==> config.mk <==
export PLATFORM = sky130hd
export DESIGN_NAME = eight_bit_alu_with_flags_top
export DESIGN_NICKNAME = d
export VERILOG_FILES = /design/src/sv/ealu_pkg.sv /design/src/sv/eight_bit_alu_with_flags_top.sv /design/src/sv/ealu_core.sv
export SDC_FILE = /design/constraint.sdc
export NUM_CORES = 1
export LEC_CHECK = 0
export BUFFER_PORTS_ARGS = -buffer_cell sky130_fd_sc_hd__buf_2
export CORE_MARGIN = 2
export CORE_UTILIZATION = 42
export CTS_CLUSTER_DIAMETER = 60
export DETAILED_ROUTE_END_ITERATION = 10
export PLACE_DENSITY = 0.7
export REMOVE_ABC_BUFFERS = 1
export SLEW_MARGIN = 20
export SYNTH_ARGS = -nofsm -noshare
export SYNTH_HDL_FRONTEND = slang
export SYNTH_SLANG_ARGS = --single-unit
==> constraint.sdc <==
create_clock -name clk_i -period 4.28 [get_ports clk_i]
set_input_delay 0.214 -clock clk_i [delete_from_list [all_inputs] [get_ports clk_i]]
set_output_delay 0.214 -clock clk_i [all_outputs]
set_load 0.005 [all_outputs]
==> src/sv/ealu_pkg.sv <==
// Shared types and constants for the eight-bit ALU with flags.
`timescale 1ns / 1ps

package ealu_pkg;

  localparam int unsigned InTdataW  = 72;
  localparam int unsigned OutTdataW = 32;

  typedef enum logic [4:0] {
    OP_ADD   = 5'd0,
    OP_ADC   = 5'd1,
    OP_SUB   = 5'd2,
    OP_SBC   = 5'd3,
    OP_AND   = 5'd4,
    OP_XOR   = 5'd5,
    OP_OR    = 5'd6,
    OP_CP    = 5'd7,
    OP_INC   = 5'd8,
    OP_DEC   = 5'd9,
    OP_DAA   = 5'd10,
    OP_CPL   = 5'd11,
    OP_CCF   = 5'd12,
    OP_SCF   = 5'd13,
    OP_RLCA  = 5'd14,
    OP_RLA   = 5'd15,
    OP_RRCA  = 5'd16,
    OP_RRA   = 5'd17,
    OP_ADD16 = 5'd18,
    OP_ADDSP = 5'd19
  } op_e;

  // flag bit positions
  localparam int unsigned FlagZ = 3;
  localparam int unsigned FlagN = 2;
  localparam int unsigned FlagH = 1;
  localparam int unsigned FlagC = 0;

  localparam logic [7:0] DaaLowAdj  = 8'h06;
  localparam logic [7:0] DaaHighAdj = 8'h60;
  localparam logic [7:0] DaaHighLim = 8'h99;
  localparam logic [3:0] DaaLowLim  = 4'h9;

  typedef struct packed {
    logic [4:0]        operation;
    logic [7:0]        accumulator;
    logic [7:0]        operand;
    logic [3:0]        flags_in;
    logic [15:0]       wide_left;
    logic [15:0]       wide_right;
    logic signed [7:0] offset;
  } in_t;

  typedef struct packed {
    logic [7:0]  result;
    logic [15:0] wide_result;
    logic [3:0]  flags_out;
  } out_t;

endpackage

==> src/sv/eight_bit_alu_with_flags_top.sv <==
// Top level: input register, ALU datapath, result register on stream ports.
//
//  port group  dir  tdata bits  contents
//  s_axis      in   72          operation, accumulator, operand, flags_in,
//                               wide_left, wide_right, offset
//  m_axis      out  32          result, wide_result, flags_out
//
// One beat per clock sustained while m_axis accepts results; a beat passes
// the input register, then the single-pass ALU logic, then the result register.
// Reset clears both valid bits; payload registers are not reset.
// A stall on m_axis holds the result; the input register keeps taking a
// beat as long as one of the two stages can move.
`timescale 1ns / 1ps

module eight_bit_alu_with_flags_top (
  input  logic                             clk_i,
  input  logic                             rst_ni,
  input  logic                             s_axis_tvalid,
  output logic                             s_axis_tready,
  // [4:0] operation, [12:5] accumulator, [20:13] operand, [24:21] flags_in,
  // [40:25] wide_left, [56:41] wide_right, [64:57] offset, [71:65] zero
  input  logic [ealu_pkg::InTdataW-1:0]    s_axis_tdata,
  output logic                             m_axis_tvalid,
  input  logic                             m_axis_tready,
  // [7:0] result, [23:8] wide_result, [27:24] flags_out, [31:28] zero
  output logic [ealu_pkg::OutTdataW-1:0]   m_axis_tdata
);
  import ealu_pkg::*;

  in_t  in_d, in_q;
  out_t res_d, res_q;
  logic in_vld_q, res_vld_q;
  logic in_rdy, res_rdy;

  assign in_d.operation   = s_axis_tdata[4:0];
  assign in_d.accumulator = s_axis_tdata[12:5];
  assign in_d.operand     = s_axis_tdata[20:13];
  assign in_d.flags_in    = s_axis_tdata[24:21];
  assign in_d.wide_left   = s_axis_tdata[40:25];
  assign in_d.wide_right  = s_axis_tdata[56:41];
  assign in_d.offset      = s_axis_tdata[64:57];

  assign res_rdy       = !res_vld_q || m_axis_tready;
  assign in_rdy        = !in_vld_q || res_rdy;
  assign s_axis_tready = in_rdy;

  always_ff @(posedge clk_i or negedge rst_ni) begin
    if (!rst_ni) begin
      in_vld_q  <= 1'b0;
      res_vld_q <= 1'b0;
    end else begin
      if (in_rdy) in_vld_q <= s_axis_tvalid;
      if (res_rdy) res_vld_q <= in_vld_q;
    end
  end

  always_ff @(posedge clk_i) begin
    if (in_rdy && s_axis_tvalid) in_q <= in_d;
    if (res_rdy && in_vld_q) res_q <= res_d;
  end

  ealu_core u_core (
    .op_i  (in_q),
    .res_o (res_d)
  );

  assign m_axis_tvalid = res_vld_q;
  assign m_axis_tdata  = {4'd0, res_q.flags_out, res_q.wide_result, res_q.result};

endmodule

==> src/sv/ealu_core.sv <==
// Combinational ALU datapath: one operation from operands and flags.
`timescale 1ns / 1ps

module ealu_core (
  input  ealu_pkg::in_t  op_i,
  output ealu_pkg::out_t res_o
);
  import ealu_pkg::*;

  logic       cin;
  logic       use_c;
  logic [8:0] add9;
  logic [4:0] addh;
  logic [8:0] sub9;
  logic [4:0] subh;
  logic [7:0] inc8;
  logic [7:0] dec8;
  logic [7:0] daa_adj;
  logic [7:0] daa_res;
  logic [16:0] w_sum;
  logic [12:0] w_half;
  logic [15:0] sp_sum;
  logic [4:0]  sp_half;
  logic [8:0]  sp_low;
  logic [7:0]  a;
  logic [7:0]  b;
  logic [3:0]  f;

  assign a   = op_i.accumulator;
  assign b   = op_i.operand;
  assign f   = op_i.flags_in;
  assign cin = f[FlagC];

  // carry-in only for adc / sbc
  assign use_c = ((op_i.operation == OP_ADC) || (op_i.operation == OP_SBC)) ? cin : 1'b0;

  assign add9 = {1'b0, a} + {1'b0, b} + {8'd0, use_c};
  assign addh = {1'b0, a[3:0]} + {1'b0, b[3:0]} + {4'd0, use_c};
  // borrow shows as bit 8 / bit 4 of the wrapped difference
  assign sub9 = {1'b0, a} - {1'b0, b} - {8'd0, use_c};
  assign subh = {1'b0, a[3:0]} - {1'b0, b[3:0]} - {4'd0, use_c};
  assign inc8 = b + 8'd1;
  assign dec8 = b - 8'd1;

  always_comb begin
    daa_adj = 8'd0;
    if (f[FlagN]) begin
      if (f[FlagH]) daa_adj = daa_adj | DaaLowAdj;
      if (cin) daa_adj = daa_adj | DaaHighAdj;
      daa_res = a - daa_adj;
    end else begin
      if (f[FlagH] || (a[3:0] > DaaLowLim)) daa_adj = daa_adj | DaaLowAdj;
      if (cin || (a > DaaHighLim)) daa_adj = daa_adj | DaaHighAdj;
      daa_res = a + daa_adj;
    end
  end

  assign w_sum   = {1'b0, op_i.wide_left} + {1'b0, op_i.wide_right};
  assign w_half  = {1'b0, op_i.wide_left[11:0]} + {1'b0, op_i.wide_right[11:0]};
  assign sp_sum  = op_i.wide_left + {{8{op_i.offset[7]}}, op_i.offset};
  assign sp_half = {1'b0, op_i.wide_left[3:0]} + {1'b0, op_i.offset[3:0]};
  assign sp_low  = {1'b0, op_i.wide_left[7:0]} + {1'b0, op_i.offset};

  always_comb begin
    res_o.result      = a;
    res_o.wide_result = 16'd0;
    res_o.flags_out   = f;
    case (op_e'(op_i.operation))
      OP_ADD, OP_ADC: begin
        res_o.result    = add9[7:0];
        res_o.flags_out = {add9[7:0] == 8'd0, 1'b0, addh[4], add9[8]};
      end
      OP_SUB, OP_SBC, OP_CP: begin
        if (op_i.operation != OP_CP) res_o.result = sub9[7:0];
        res_o.flags_out = {sub9[7:0] == 8'd0, 1'b1, subh[4], sub9[8]};
      end
      OP_AND: begin
        res_o.result    = a & b;
        res_o.flags_out = {(a & b) == 8'd0, 1'b0, 1'b1, 1'b0};
      end
      OP_XOR: begin
        res_o.result    = a ^ b;
        res_o.flags_out = {(a ^ b) == 8'd0, 3'b000};
      end
      OP_OR: begin
        res_o.result    = a | b;
        res_o.flags_out = {(a | b) == 8'd0, 3'b000};
      end
      OP_INC: begin
        res_o.result    = inc8;
        res_o.flags_out = {inc8 == 8'd0, 1'b0, b[3:0] == 4'hf, cin};
      end
      OP_DEC: begin
        res_o.result    = dec8;
        res_o.flags_out = {dec8 == 8'd0, 1'b1, b[3:0] == 4'h0, cin};
      end
      OP_DAA: begin
        res_o.result    = daa_res;
        res_o.flags_out = {daa_res == 8'd0, f[FlagN], 1'b0,
                           f[FlagN] ? cin : daa_adj[6]};
      end
      OP_CPL: begin
        res_o.result    = ~a;
        res_o.flags_out = {f[FlagZ], 1'b1, 1'b1, cin};
      end
      OP_CCF:  res_o.flags_out = {f[FlagZ], 2'b00, ~cin};
      OP_SCF:  res_o.flags_out = {f[FlagZ], 2'b00, 1'b1};
      OP_RLCA: begin
        res_o.result    = {a[6:0], a[7]};
        res_o.flags_out = {3'b000, a[7]};
      end
      OP_RLA: begin
        res_o.result    = {a[6:0], cin};
        res_o.flags_out = {3'b000, a[7]};
      end
      OP_RRCA: begin
        res_o.result    = {a[0], a[7:1]};
        res_o.flags_out = {3'b000, a[0]};
      end
      OP_RRA: begin
        res_o.result    = {cin, a[7:1]};
        res_o.flags_out = {3'b000, a[0]};
      end
      OP_ADD16: begin
        res_o.wide_result = w_sum[15:0];
        res_o.flags_out   = {f[FlagZ], 1'b0, w_half[12], w_sum[16]};
      end
      OP_ADDSP: begin
        res_o.wide_result = sp_sum;
        res_o.flags_out   = {2'b00, sp_half[4], sp_low[8]};
      end
      default: ;
    endcase
  end

endmodule

Yosys cells after proc, flatten, opt, wreduce, memory -nomap -nowiden
Cells that the tools add are included.
Storage, ports and cells
  register bits: 95
  memories kept: 0
  bits in read-only memories: 0
  bits in latches: 0
  RAM bits: 0
Operators by class
  bitwise operators: 5
  multipliers: 0
  shifts and indexed selects: 0
  $lt $le $gt $ge: 2
  reduce and logical (&&, ||, !) cells: 23
  mux-type cells: 13
  eq/ne operators: 21
  div/mod/pow operators: 0
  $add $sub $neg: 17
Operators by type and width (number)
  $pmux 8 s13: 1
  $logic_not 8->1: 8
  $pmux 4 s15: 1
  $eq 5x4->1 const B: 8
  $mux 8: 4
  $pmux 16 s2: 1
  $eq 5x3->1 const B: 4
  $eq 5x5->1 const B: 4
  $add 8x8->9: 2
  $add 16x16->17: 1
  $add 16x16->16: 1
  $mux 7: 2
  $add 12x12->13: 1
  $add 4x4->5: 2
  $eq 5x2->1 const B: 2
  $add 9x1->9: 1
  $sub 8x8->9: 1
  $sub 9x1->9: 1
  $add 8x1->8 const B: 1
  $add 8x8->8: 1
  $and 8x8->8: 1
  $gt 8x8->1 const B: 1
  $not 8->8: 1
  $or 8x8->8: 1
  20 further kinds: 30

Logic depth before layout (Yosys ltp)
Gate-level depths: netlist of the first run.
  depth in word-level cells: 9
  depth in mapped cells: 14
  depth with buffers taken out: 13

By module
A second synthesis of the first run with hierarchy kept.
Second synthesis, totals
  cells, all modules: 763
  area, all modules: 7566.0 um2
Modules (own cells, without submodules)
  ealu_core: cells each 657, instances 1, area an instance 4635.7 um2, sequential area each 0.0 um2
  eight_bit_alu_with_flags_top: cells each 106, instances 1, area an instance 2930.3 um2, sequential area each 2842.7 um2

Worst setup path after synthesis of the first run
OpenSTA, ideal clock, no wires.
  kind: register to register
  start point: reg in_q[53] (netlist bit)
  end point: reg res_q (netlist bit m_axis_tdata[6]) (data pin)
  cell stages (with the launch flop): 15
  period minus slack after synthesis: 3.215 ns
  data arrival time: 2.954 ns
  path slack: 1.065 ns
  buffers on the path: 1
  cell sequence: edfxtp_1 clkbuf_1 o21a_1 a211o_1 a21oi_1 ha_1 inv_1 mux2i_1 ha_1 nor3b_1 a31oi_1 o21ai_0 a311oi_1 nor2_1 o32a_1
RTL lines
  start, declared: RTL line eight_bit_alu_with_flags_top.sv:30  | in_t in_d, in_q;
  start signal, assigned: RTL line eight_bit_alu_with_flags_top.sv:58  | if (in_rdy && s_axis_tvalid) in_q <= in_d;
  end signal, assigned: RTL line eight_bit_alu_with_flags_top.sv:59  | if (res_rdy && in_vld_q) res_q <= res_d;
  end, declared: RTL line eight_bit_alu_with_flags_top.sv:31  | out_t res_d, res_q;

==> out/results.ini, run 1 <==
[synthesis]
yosysTopAreaCell = edfxtp_1
synth_top_cell_area_share_pct = 37.6
synth_edf_count = 93
yosys.cell_count.top_type = edfxtp_1
yosysSeqAreaShare_pct = 38.2
ys.flop_type = edfxtp_1
syn_area_um2 = 7430
ys.warnings.count = 0
synth_commonest_cells = edfxtp_1, ha_1, nor2_1
synth.area.top_cells = edfxtp_1, ha_1, xnor2_1
avgSynthCellArea_um2 = 10.0
synth_cell_types = 81
async_flop_share_pct = 2.11
ys_ff_latch = 95
syn_inst = 740

[timing]
setup_viol = 0
drv_slew = 0
rsz0062_at_grt = no
fin_crit_ns = 3.53
fmax_ghz = 0.283
tightest_slew_ns = 0.820
timing.slew.headroom_pct = 45.3
hold_violations = 0
worst_hold_slack_ns = 0.0317
finalCritPeriodShare_pct = 82.6
setup_tns_ns = 0
fin_skew_ns = 0.0101

[power_and_ir_drop]
leakage_nw = 3.42
finalPower_mw = 2.82
power.density_nw_per_um2 = 330
peakVddDrop_v = 0.000272

[place]
dpl.hpwl_mm = 16.6
numPortBuffers = 98
placed_area_um2 = 8210
place.gp.congestion = 1.03
place_inst = 1057

[floorplan]
initial_utilization_pct = 43.0
dieArea_um2 = 18800
core_um2 = 17300
chipWidth_um = 137
rows = 48
ios = 110
die_h_um = 137

[global_route]
grt_util_all_layers_pct = 23.1
grt_pass1_wl_mm = 32.7
first_global_vias = 5983
grt_max_degree = 35
antenna_found_initial = 3
overflow = 0

[final_layout]
area_growth_pct = 14.9
layout.nets = 1000
fin_cells = 1075
drive_above_1_share_pct = 17.6
fin_area_um2 = 8540

[clock_tree]
insertion_delay_ns = 0.35
cts.sinks = 95
cts_buffer_depth = 2
htree_levels = 3
ctsRootBufferMaster = clkbuf_16
tritoncts = done
clk_pin_slew_ns = 0.07
numCtsBuffers = 9

[min_path]
hold_path.class = in2reg
min_path_cells = 1

[critical_path]
required_ns = 4.35
crit_fanout = 5
reg2regPathDepth = 11
rrSetupSlack_ns = 0.75
arrival_ns = 3.60
critPathLaunchType = flip-flop
end_kind = flip-flop
crit_type = reg2reg

[drt]
drt_iter0_markers = 696
wirelength_mm = 21.2
firstDrtPassIters = 5
ant_nets = 0
viasPerCell = 5.97
wl_per_cell_um = 19.8
drc_errors = 0
vias = 6420

[job]
cap_violations = 0

[outcome]
outcome = finished, final reports clean

[sequential cells by signal, indices dropped and copies added, names as in the netlist]
register	cells
in_q	65
m_axis_tvalid	1
m_axis_tdata	28
in_vld_q	1
[metal layers]
metal	global-route usage (%)	wire length, um	share of wire [%]
met1	31.1	8960	42
met2	36.9	9850	46
met3	4.41	1750	8.2
met4	8.82	678	3.2
met5	0	13	0.061
[layout make-up]
cell class | instances | area (um^2)
diodes | 1 | 2.50
clock buffers | 11 | 233
clock inverters | 5 | 88.8
fillers | 1606 | 8750
inverters | 45 | 169
multi-input cells | 580 | 4320
flip-flops and latches | 95 | 2840
well taps | 225 | 282
repair buffers | 113 | 606
[worst paths after layout]
path / startpoint / end
worst max-delay path: in_q[63] / m_axis_tdata[7]
min in group asynchronous: rst_ni / in_vld_q
max in group asynchronous: rst_ni / m_axis_tvalid
worst min register to register: in_vld_q / m_axis_tvalid
worst min-delay path: s_axis_tdata[25] / in_q[24]
worst max register to register: in_q[63] / m_axis_tdata[7]
[kinds of logic (layout without fill, tap and decap cells)]
| kind of cell | count (synthesis) | after routing | share of synthesized area (%) |
|---|---|---|---|
| XOR/XNOR | 44 | 44 | 5.19 |
| AO/OA/AOI/OAI | 233 | 233 | 21.9 |
| AND/OR/NAND/NOR | 211 | 211 | 15.7 |
| buffers and inverters | 68 | 174 | 3.79 |
| other | 1 | 5 | 0.0505 |
| multiplexers | 8 | 8 | 1.11 |
| adder cells (fa/ha/maj) | 80 | 80 | 14.1 |
| flip-flops | 95 | 95 | 38.2 |
[per-stage QoR]
step | setup slack (ns) | utilization [%]
floorplan | 1.13 | -
global placement | 0.842 | 47.5
detailed placement | 0.848 | 47.5
CTS | 0.831 | 49.4
global route | 0.637 | 49.4
finish | 0.745 | 49.4
[worst max-delay path, stage by stage (launching register included)]
cell      delay, ns
edfxtp_1       0.38
nor2_1         0.37
nand4_1        0.25
inv_1          0.13
fa_1           0.48
ha_1           0.25
o211ai_1       0.26
nand3_1        0.12
a211o_1        0.33
and3b_1        0.21
nor3_1         0.29
a22oi_1        0.17
[layout by cell type (no fill, tap or decap), types with 12 or more instances in the layout]
cell / count
buf_2: 98
edfxtp_1: 93
ha_1: 74
nor2_1: 49
inv_1: 44
o21ai_0: 38
a21oi_1: 31
nand2_1: 27
xnor2_1: 24
nor3_1: 21
xor2_1: 20
o22ai_1: 19
a21o_1: 18
a211oi_1: 17
buf_4: 14
o211ai_1: 13
nand3_1: 13
nand2b_1: 12
[report_power, final]
group | leakage (nW) | switching, mW | internal (mW)
sequential | 0.922 | 0.0538 | 1.11
clock | 0.156 | 0.352 | 0.520
combinational | 2.34 | 0.461 | 0.325
[timing repair]
item                                   4_1_cts  5_1_grt
hold buffers                                 1        0
setup endpoints to repair                    0        0
endpoints found under the hold margin        2        0
gates resized for setup                      0        0
buffers inserted                             0        0
(Power assumes the default switching activity.)
==> inputs of run 2 (changes only) <==
Clock period 4.28 ns to 3.3 ns, I/O delays scaled along.
==> out/results.ini, run 2 (synthesis results as in run 1) <==
[critical_path]
rr_endpoint = m_axis_tdata[27]
required_ns = 3.39  ; -0.96 ns
arrival_ns = 3.27  ; -0.33 ns
reg2regPathDepth = 10  ; -1
crit_start = in_q[62]
critPathLaunchType = flip-flop
end_kind = flip-flop
crit_fanout = 3  ; -2
crit_type = reg2reg
rrSetupSlack_ns = 0.12  ; -0.63 ns
r2r-start = in_q[62]

[clock_tree]
htree_levels = 3  ; unchanged
ctsRootBufferMaster = clkbuf_16
cts_buffer_depth = 2  ; unchanged
clk_pin_slew_ns = 0.07  ; about the same
cts.sinks = 95  ; unchanged
numCtsBuffers = 9  ; unchanged
insertion_delay_ns = 0.36  ; about the same
tritoncts = done

[drt]
firstDrtPassIters = 5  ; unchanged
ant_nets = 0  ; unchanged
viasPerCell = 5.93  ; -0.72%
vias = 6830  ; +6.4%
wirelength_mm = 22.3  ; +5.2%
drt_iter0_markers = 536  ; -23%
wl_per_cell_um = 19.4  ; -1.8%
drc_errors = 0  ; unchanged

[timing]
hold_violations = 0  ; unchanged
tightest_slew_ns = 0.705  ; -0.115 ns
rsz0062_at_grt = no
timing.slew.headroom_pct = 53.0  ; +7.7 points
setup_tns_ns = 0  ; unchanged
drv_slew = 0  ; unchanged
finalCritPeriodShare_pct = 96.4  ; +14 points
fmax_ghz = 0.314  ; +11%
fin_skew_ns = 0.00777  ; -0.00228 ns
fin_crit_ns = 3.18  ; -0.352 ns
setup_viol = 0  ; unchanged

[final_layout]
fin_area_um2 = 9300  ; +8.8%
max_flop_register = in_q
utilization_pct = 53.7  ; +4.3 points
final_cell_mix = buf_2, edfxtp_1, ha_1
diodes = 0  ; -1
area_growth_pct = 25.1
n_fill_cell = 1561  ; -2.8%
drive_above_1_share_pct = 19.5  ; +2.0 points
largest_register_ffs = 65  ; unchanged
layout.nets = 1078  ; +7.8%
multi_input_area_um2 = 4350  ; +0.75%
seqCellArea_um2 = 2840  ; unchanged
final_common_cell = buf_2

[min_path]
min_path_cells = 1  ; unchanged
hold_path.class = in2reg
hp-start = s_axis_tdata[8]
min_to = in_q[55]

[global_route]
first_global_vias = 6727  ; +12%
grt_util_all_layers_pct = 24.5  ; +1.3 points
antenna_found_initial = 0  ; -3
overflow = 0  ; unchanged
grt_pass1_wl_mm = 34.8  ; +6.6%
grt_max_degree = 36  ; +2.9%

[floorplan]
core_um2 = 17300  ; unchanged
chipWidth_um = 137  ; unchanged
ios = 110  ; unchanged
rows = 48  ; unchanged
initial_utilization_pct = 43.0  ; unchanged
dieArea_um2 = 18800  ; unchanged
die_h_um = 137  ; unchanged

[outcome]
outcome = finished, final reports clean

[place]
numPortBuffers = 98  ; unchanged
dpl.hpwl_mm = 16.9  ; +1.8%
placed_area_um2 = 8350  ; +1.7%
place.gp.congestion = 1.07  ; +3.9%

[job]
cap_violations = 0  ; unchanged

[power_and_ir_drop]
leakage_nw = 3.75  ; +9.9%
peakVddDrop_v = 0.000420  ; +54%
power.density_nw_per_um2 = 400  ; +21%

==> run 2: per-layer routing <==
layer	vias to the layer above	share of wire (%)	global-route usage, %
met5	-	0	0
met2	339	46	39.6
met1	3194	41	30.3
li1	3223	-	-
met3	74	8.5	6.70
met4	0	4.6	11.3
==> run 2: worst max path at each step <==
stage | to | slack [ns]
final | m_axis_tdata[27] | 0.12
after global placement | m_axis_tdata[6] | 0.14
after detailed placement | m_axis_tdata[6] | 0.06
after global routing | m_axis_tdata[27] | 0.002
after CTS | m_axis_tdata[6] | 0.03
after floorplan | m_axis_tdata[7] | 0.15
==> run 2: power by group <==
group | internal, mW | switching, mW | leakage [nW]
Combinational | 0.495 | 0.642 | 2.68
Sequential | 1.43 | 0.0518 | 0.922
Clock | 0.618 | 0.474 | 0.152
==> run 2: layout make-up <==
type                       count  area share, %
multi-input combinational    580           46.8
sequential                    95           30.6
tap                          225           3.03
clock inverter                 6          0.821
inverter                      45           1.82
timing repair buffer         191           14.3
clock buffer                  10           2.57
==> run 2: repair_timing <==
item / in CTS / in global routing
endpoints found under the hold margin: 59 / 0
hold buffers: 58 / 0
gates resized for setup: 0 / 10
setup buffers: 0 / 2
setup endpoints to repair: 0 / 4
==> run 2: worst max-delay path, cell delays in order (launching register included) <==
cell and delay (ns):
edfxtp_1 0.41, nor2_2 0.14, nand4_1 0.20, fa_1 0.49
fa_1 0.44, o21a_1 0.23, o21a_1 0.19, o2111ai_1 0.20
a2111oi_0 0.09, nor3_1 0.41, o211ai_2 0.13
==> run 2: per-stage QoR <==
step / total power [mW] / hold slack, ns / std cells / worst slack, ns
final: 3.71 / 0.0141 / 1152 / 0.118
after global routing: 3.89 / 0.00543 / 1152 / 0.00240
after CTS: 3.69 / 0.000561 / 1150 / 0.0344
after detailed placement: 2.55 / -0.0474 / 1076 / 0.0603
after global placement: 2.53 / -0.0486 / 1076 / 0.142
after floorplan: 2.21 / -0.131 / 720 / 0.147
==> inputs of run 3 (changes only) <==
Settings changed: CTS_CLUSTER_DIAMETER 60 to 120, SYNTH_HIERARCHICAL set to 1.
==> out/results.ini, run 3 <==
[drt]
vias = 6808  ; -0.32%
ant_nets = 0  ; unchanged
viasPerCell = 5.78  ; -2.4%
drc_errors = 0  ; unchanged
firstDrtPassIters = 5  ; unchanged
wirelength_mm = 22.2  ; -0.47%
wl_per_cell_um = 18.9  ; -2.6%
drt_iter0_markers = 503  ; -6.2%

[timing]
setup_viol = 0  ; unchanged
fin_crit_ns = 3.20  ; +0.0210 ns
drv_slew = 0  ; unchanged
worst_slack_ns = 0.0968  ; -0.0210 ns
fmax_ghz = 0.312  ; -0.65%
worst_hold_slack_ns = 0.0130  ; -0.00105 ns
finalCritPeriodShare_pct = 97.1  ; +0.64 points
hold_violations = 0  ; unchanged
tightest_slew_ns = 0.849  ; +0.144 ns
timing.slew.headroom_pct = 43.4  ; -9.6 points
fin_skew_ns = 0.0152  ; +0.00743 ns

[synthesis]
synth_cell_types = 86  ; +6.2%
syn_inst = 763  ; +3.1%
yosysSeqAreaShare_pct = 37.6  ; -0.68 points
synth_edf_count = 93  ; unchanged
ys.flop_type = edfxtp_1
synth_top_cell_area_share_pct = 36.9  ; -0.66 points
async_flop_share_pct = 2.11  ; unchanged
ys_ff_latch = 95  ; unchanged
synth_commonest_cells = edfxtp_1, ha_1, o21ai_0
yosys.cell_count.top_type = edfxtp_1
syn_area_um2 = 7570  ; +1.8%
yosysTopAreaCell = edfxtp_1
ys.warnings.count = 6  ; +6
avgSynthCellArea_um2 = 9.92  ; -1.3%
synth.area.top_cells = edfxtp_1, ha_1, o21ai_0

[global_route]
grt_max_degree = 66  ; +83%
grt_pass1_wl_mm = 34.9  ; +0.12%
first_global_vias = 6545  ; -2.7%
grt_util_all_layers_pct = 23.1  ; -1.3 points
antenna_found_initial = 0  ; unchanged
overflow = 0  ; unchanged

[critical_path]
crit_type = reg2reg
path_cells = o21a_1 > a211o_1 > a21oi_2 > ha_1 > mux2_2 > ha_1 > buf_4 > o211ai_1 > o21ai_1 > a211oi_2 > o22ai_1 > or3_1
rr_endpoint = m_axis_tdata[7]
cpPeakStageDelay_ns = 0.39  ; -0.10 ns
cp_num_buf_inv = 1  ; +1
crit_path_frequent_cell = ha_1
arrival_ns = 3.32  ; +0.05 ns
path_depth = 12  ; +2
crit_fanout = 5  ; +2
r2r-start = in_q[53]
rrSetupSlack_ns = 0.1  ; -0.02 ns
required_ns = 3.41  ; +0.02 ns
critPathLaunchType = flip-flop
end_kind = flip-flop
cpLargestDelayFamily = compound AO/OA/AOI/OAI gates
reg2regPathDepth = 12  ; +2
slowest_stage = edfxtp_1

[final_layout]
layout.nets = 1100  ; +2.0%
final_common_cell = buf_2
max_flop_register = in_q
largest_register_ffs = 65  ; unchanged
multi_input_area_um2 = 4440  ; +2.0%
drive_above_1_share_pct = 18.9  ; -0.64 points
final_cell_mix = buf_2, edfxtp_1, ha_1
seqCellArea_um2 = 2840  ; unchanged
utilization_pct = 52.9  ; -0.87 points
area_growth_pct = 24.7
n_fill_cell = 1554  ; -0.45%
diodes = 0  ; unchanged

[clock_tree]
cts_buffer_depth = 2  ; unchanged
clk_pin_slew_ns = 0.08  ; about the same
insertion_delay_ns = 0.37  ; about the same
cts.sinks = 95  ; unchanged
numCtsBuffers = 9  ; unchanged
htree_levels = 3  ; unchanged
ctsRootBufferMaster = clkbuf_16
tritoncts = done

[power_and_ir_drop]
leakage_nw = 3.82  ; +1.8%
power.density_nw_per_um2 = 395  ; -1.2%
finalPower_mw = 3.72  ; +0.24%
peakVddDrop_v = 0.000272  ; -35%

[min_path]
min_path_cells = 1  ; unchanged
hold_path.class = in2reg
hp-start = s_axis_tdata[4]
min_to = in_q[64]

[place]
numPortBuffers = 98  ; unchanged
pre_cts_ws_ns = -0.0614  ; -0.122 ns
place.gp.congestion = 1.02  ; -4.9%
dpl.hpwl_mm = 16.2  ; -4.2%

[job]
cap_violations = 0  ; unchanged

[floorplan]
die_h_um = 138  ; +0.87%
ios = 110  ; unchanged
dieArea_um2 = 19100  ; +1.7%
chipWidth_um = 138  ; +0.87%
initial_utilization_pct = 42.4  ; -0.56 points
rows = 49  ; +2.1%
core_um2 = 17800  ; +3.1%

[outcome]
outcome = finished, final reports clean

[run 3: logic make-up (layout without fill, tap and decap cells)]
family                   count (synthesis)  in the layout  share of synthesized area, %
buffers and inverters                   73            255                          4.58
multiplexers                            13             13                          1.75
other                                    1              4                        0.0496
adder cells (fa/ha/maj)                 81             81                          14.0
AND/OR/NAND/NOR                        231            231                          16.9
AO/OA/AOI/OAI                          225            225                          20.0
XOR/XNOR                                44             44                          5.09
flip-flops                              95             95                          37.6
[run 3: per-layer routing]
metal | vias to the layer above | GRT usage (%) | routed length, um
met5 | - | 0 | 0
met4 | 0 | 7.89 | 572
li1 | 3267 | - | -
met3 | 39 | 4.85 | 1650
met1 | 3205 | 30.3 | 9520
met2 | 297 | 38.2 | 10500
[run 3: what timing repair did]
action | 4_1_cts | 5_1_grt
pin swaps | 0 | 5
buffers inserted | 0 | 4
hold endpoints to repair | 61 | 2
endpoints found under the setup margin | 2 | 5
gates cloned | 0 | 0
hold buffers | 60 | 2
gates resized for setup | 4 | 7
[run 3: worst max path at each step]
| stage | startpoint | end | slack (ns) |
|---|---|---|---|
| after floorplan | in_q[53] | m_axis_tdata[27] | -0.02 |
| after global placement | in_q[54] | m_axis_tdata[7] | -0.01 |
| after detailed placement | in_q[54] | m_axis_tdata[7] | -0.06 |
| after CTS | in_q[54] | m_axis_tdata[27] | 0.01 |
| after global routing | in_q[53] | m_axis_tdata[27] | -0.02 |
| final | in_q[53] | m_axis_tdata[7] | 0.1 |
[run 3: per-stage QoR]
stage	cell area, um^2	cells	setup TNS [ns]
floorplan	7380	734	-0.0196
global placement	8420	1095	-0.0105
detailed placement	8420	1095	-0.115
CTS	9350	1171	0
global route	9430	1177	-0.0291
finish	9430	1177	0
[run 3: power breakdown]
part | leakage (nW) | internal, mW | switching [mW]
combinational | 2.75 | 0.497 | 0.645
sequential | 0.922 | 1.43 | 0.0499
clock | 0.147 | 0.543 | 0.554
total | 3.82 | 2.47 | 1.25
[run 3: final cells by class]
class                      count  area share, %
sequential                    95           30.1
tap                          229           3.04
clock inverter                 7          0.902
timing repair buffer         198           14.8
clock buffer                   9           2.39
multi-input combinational    598           47.1
inverter                      41           1.63
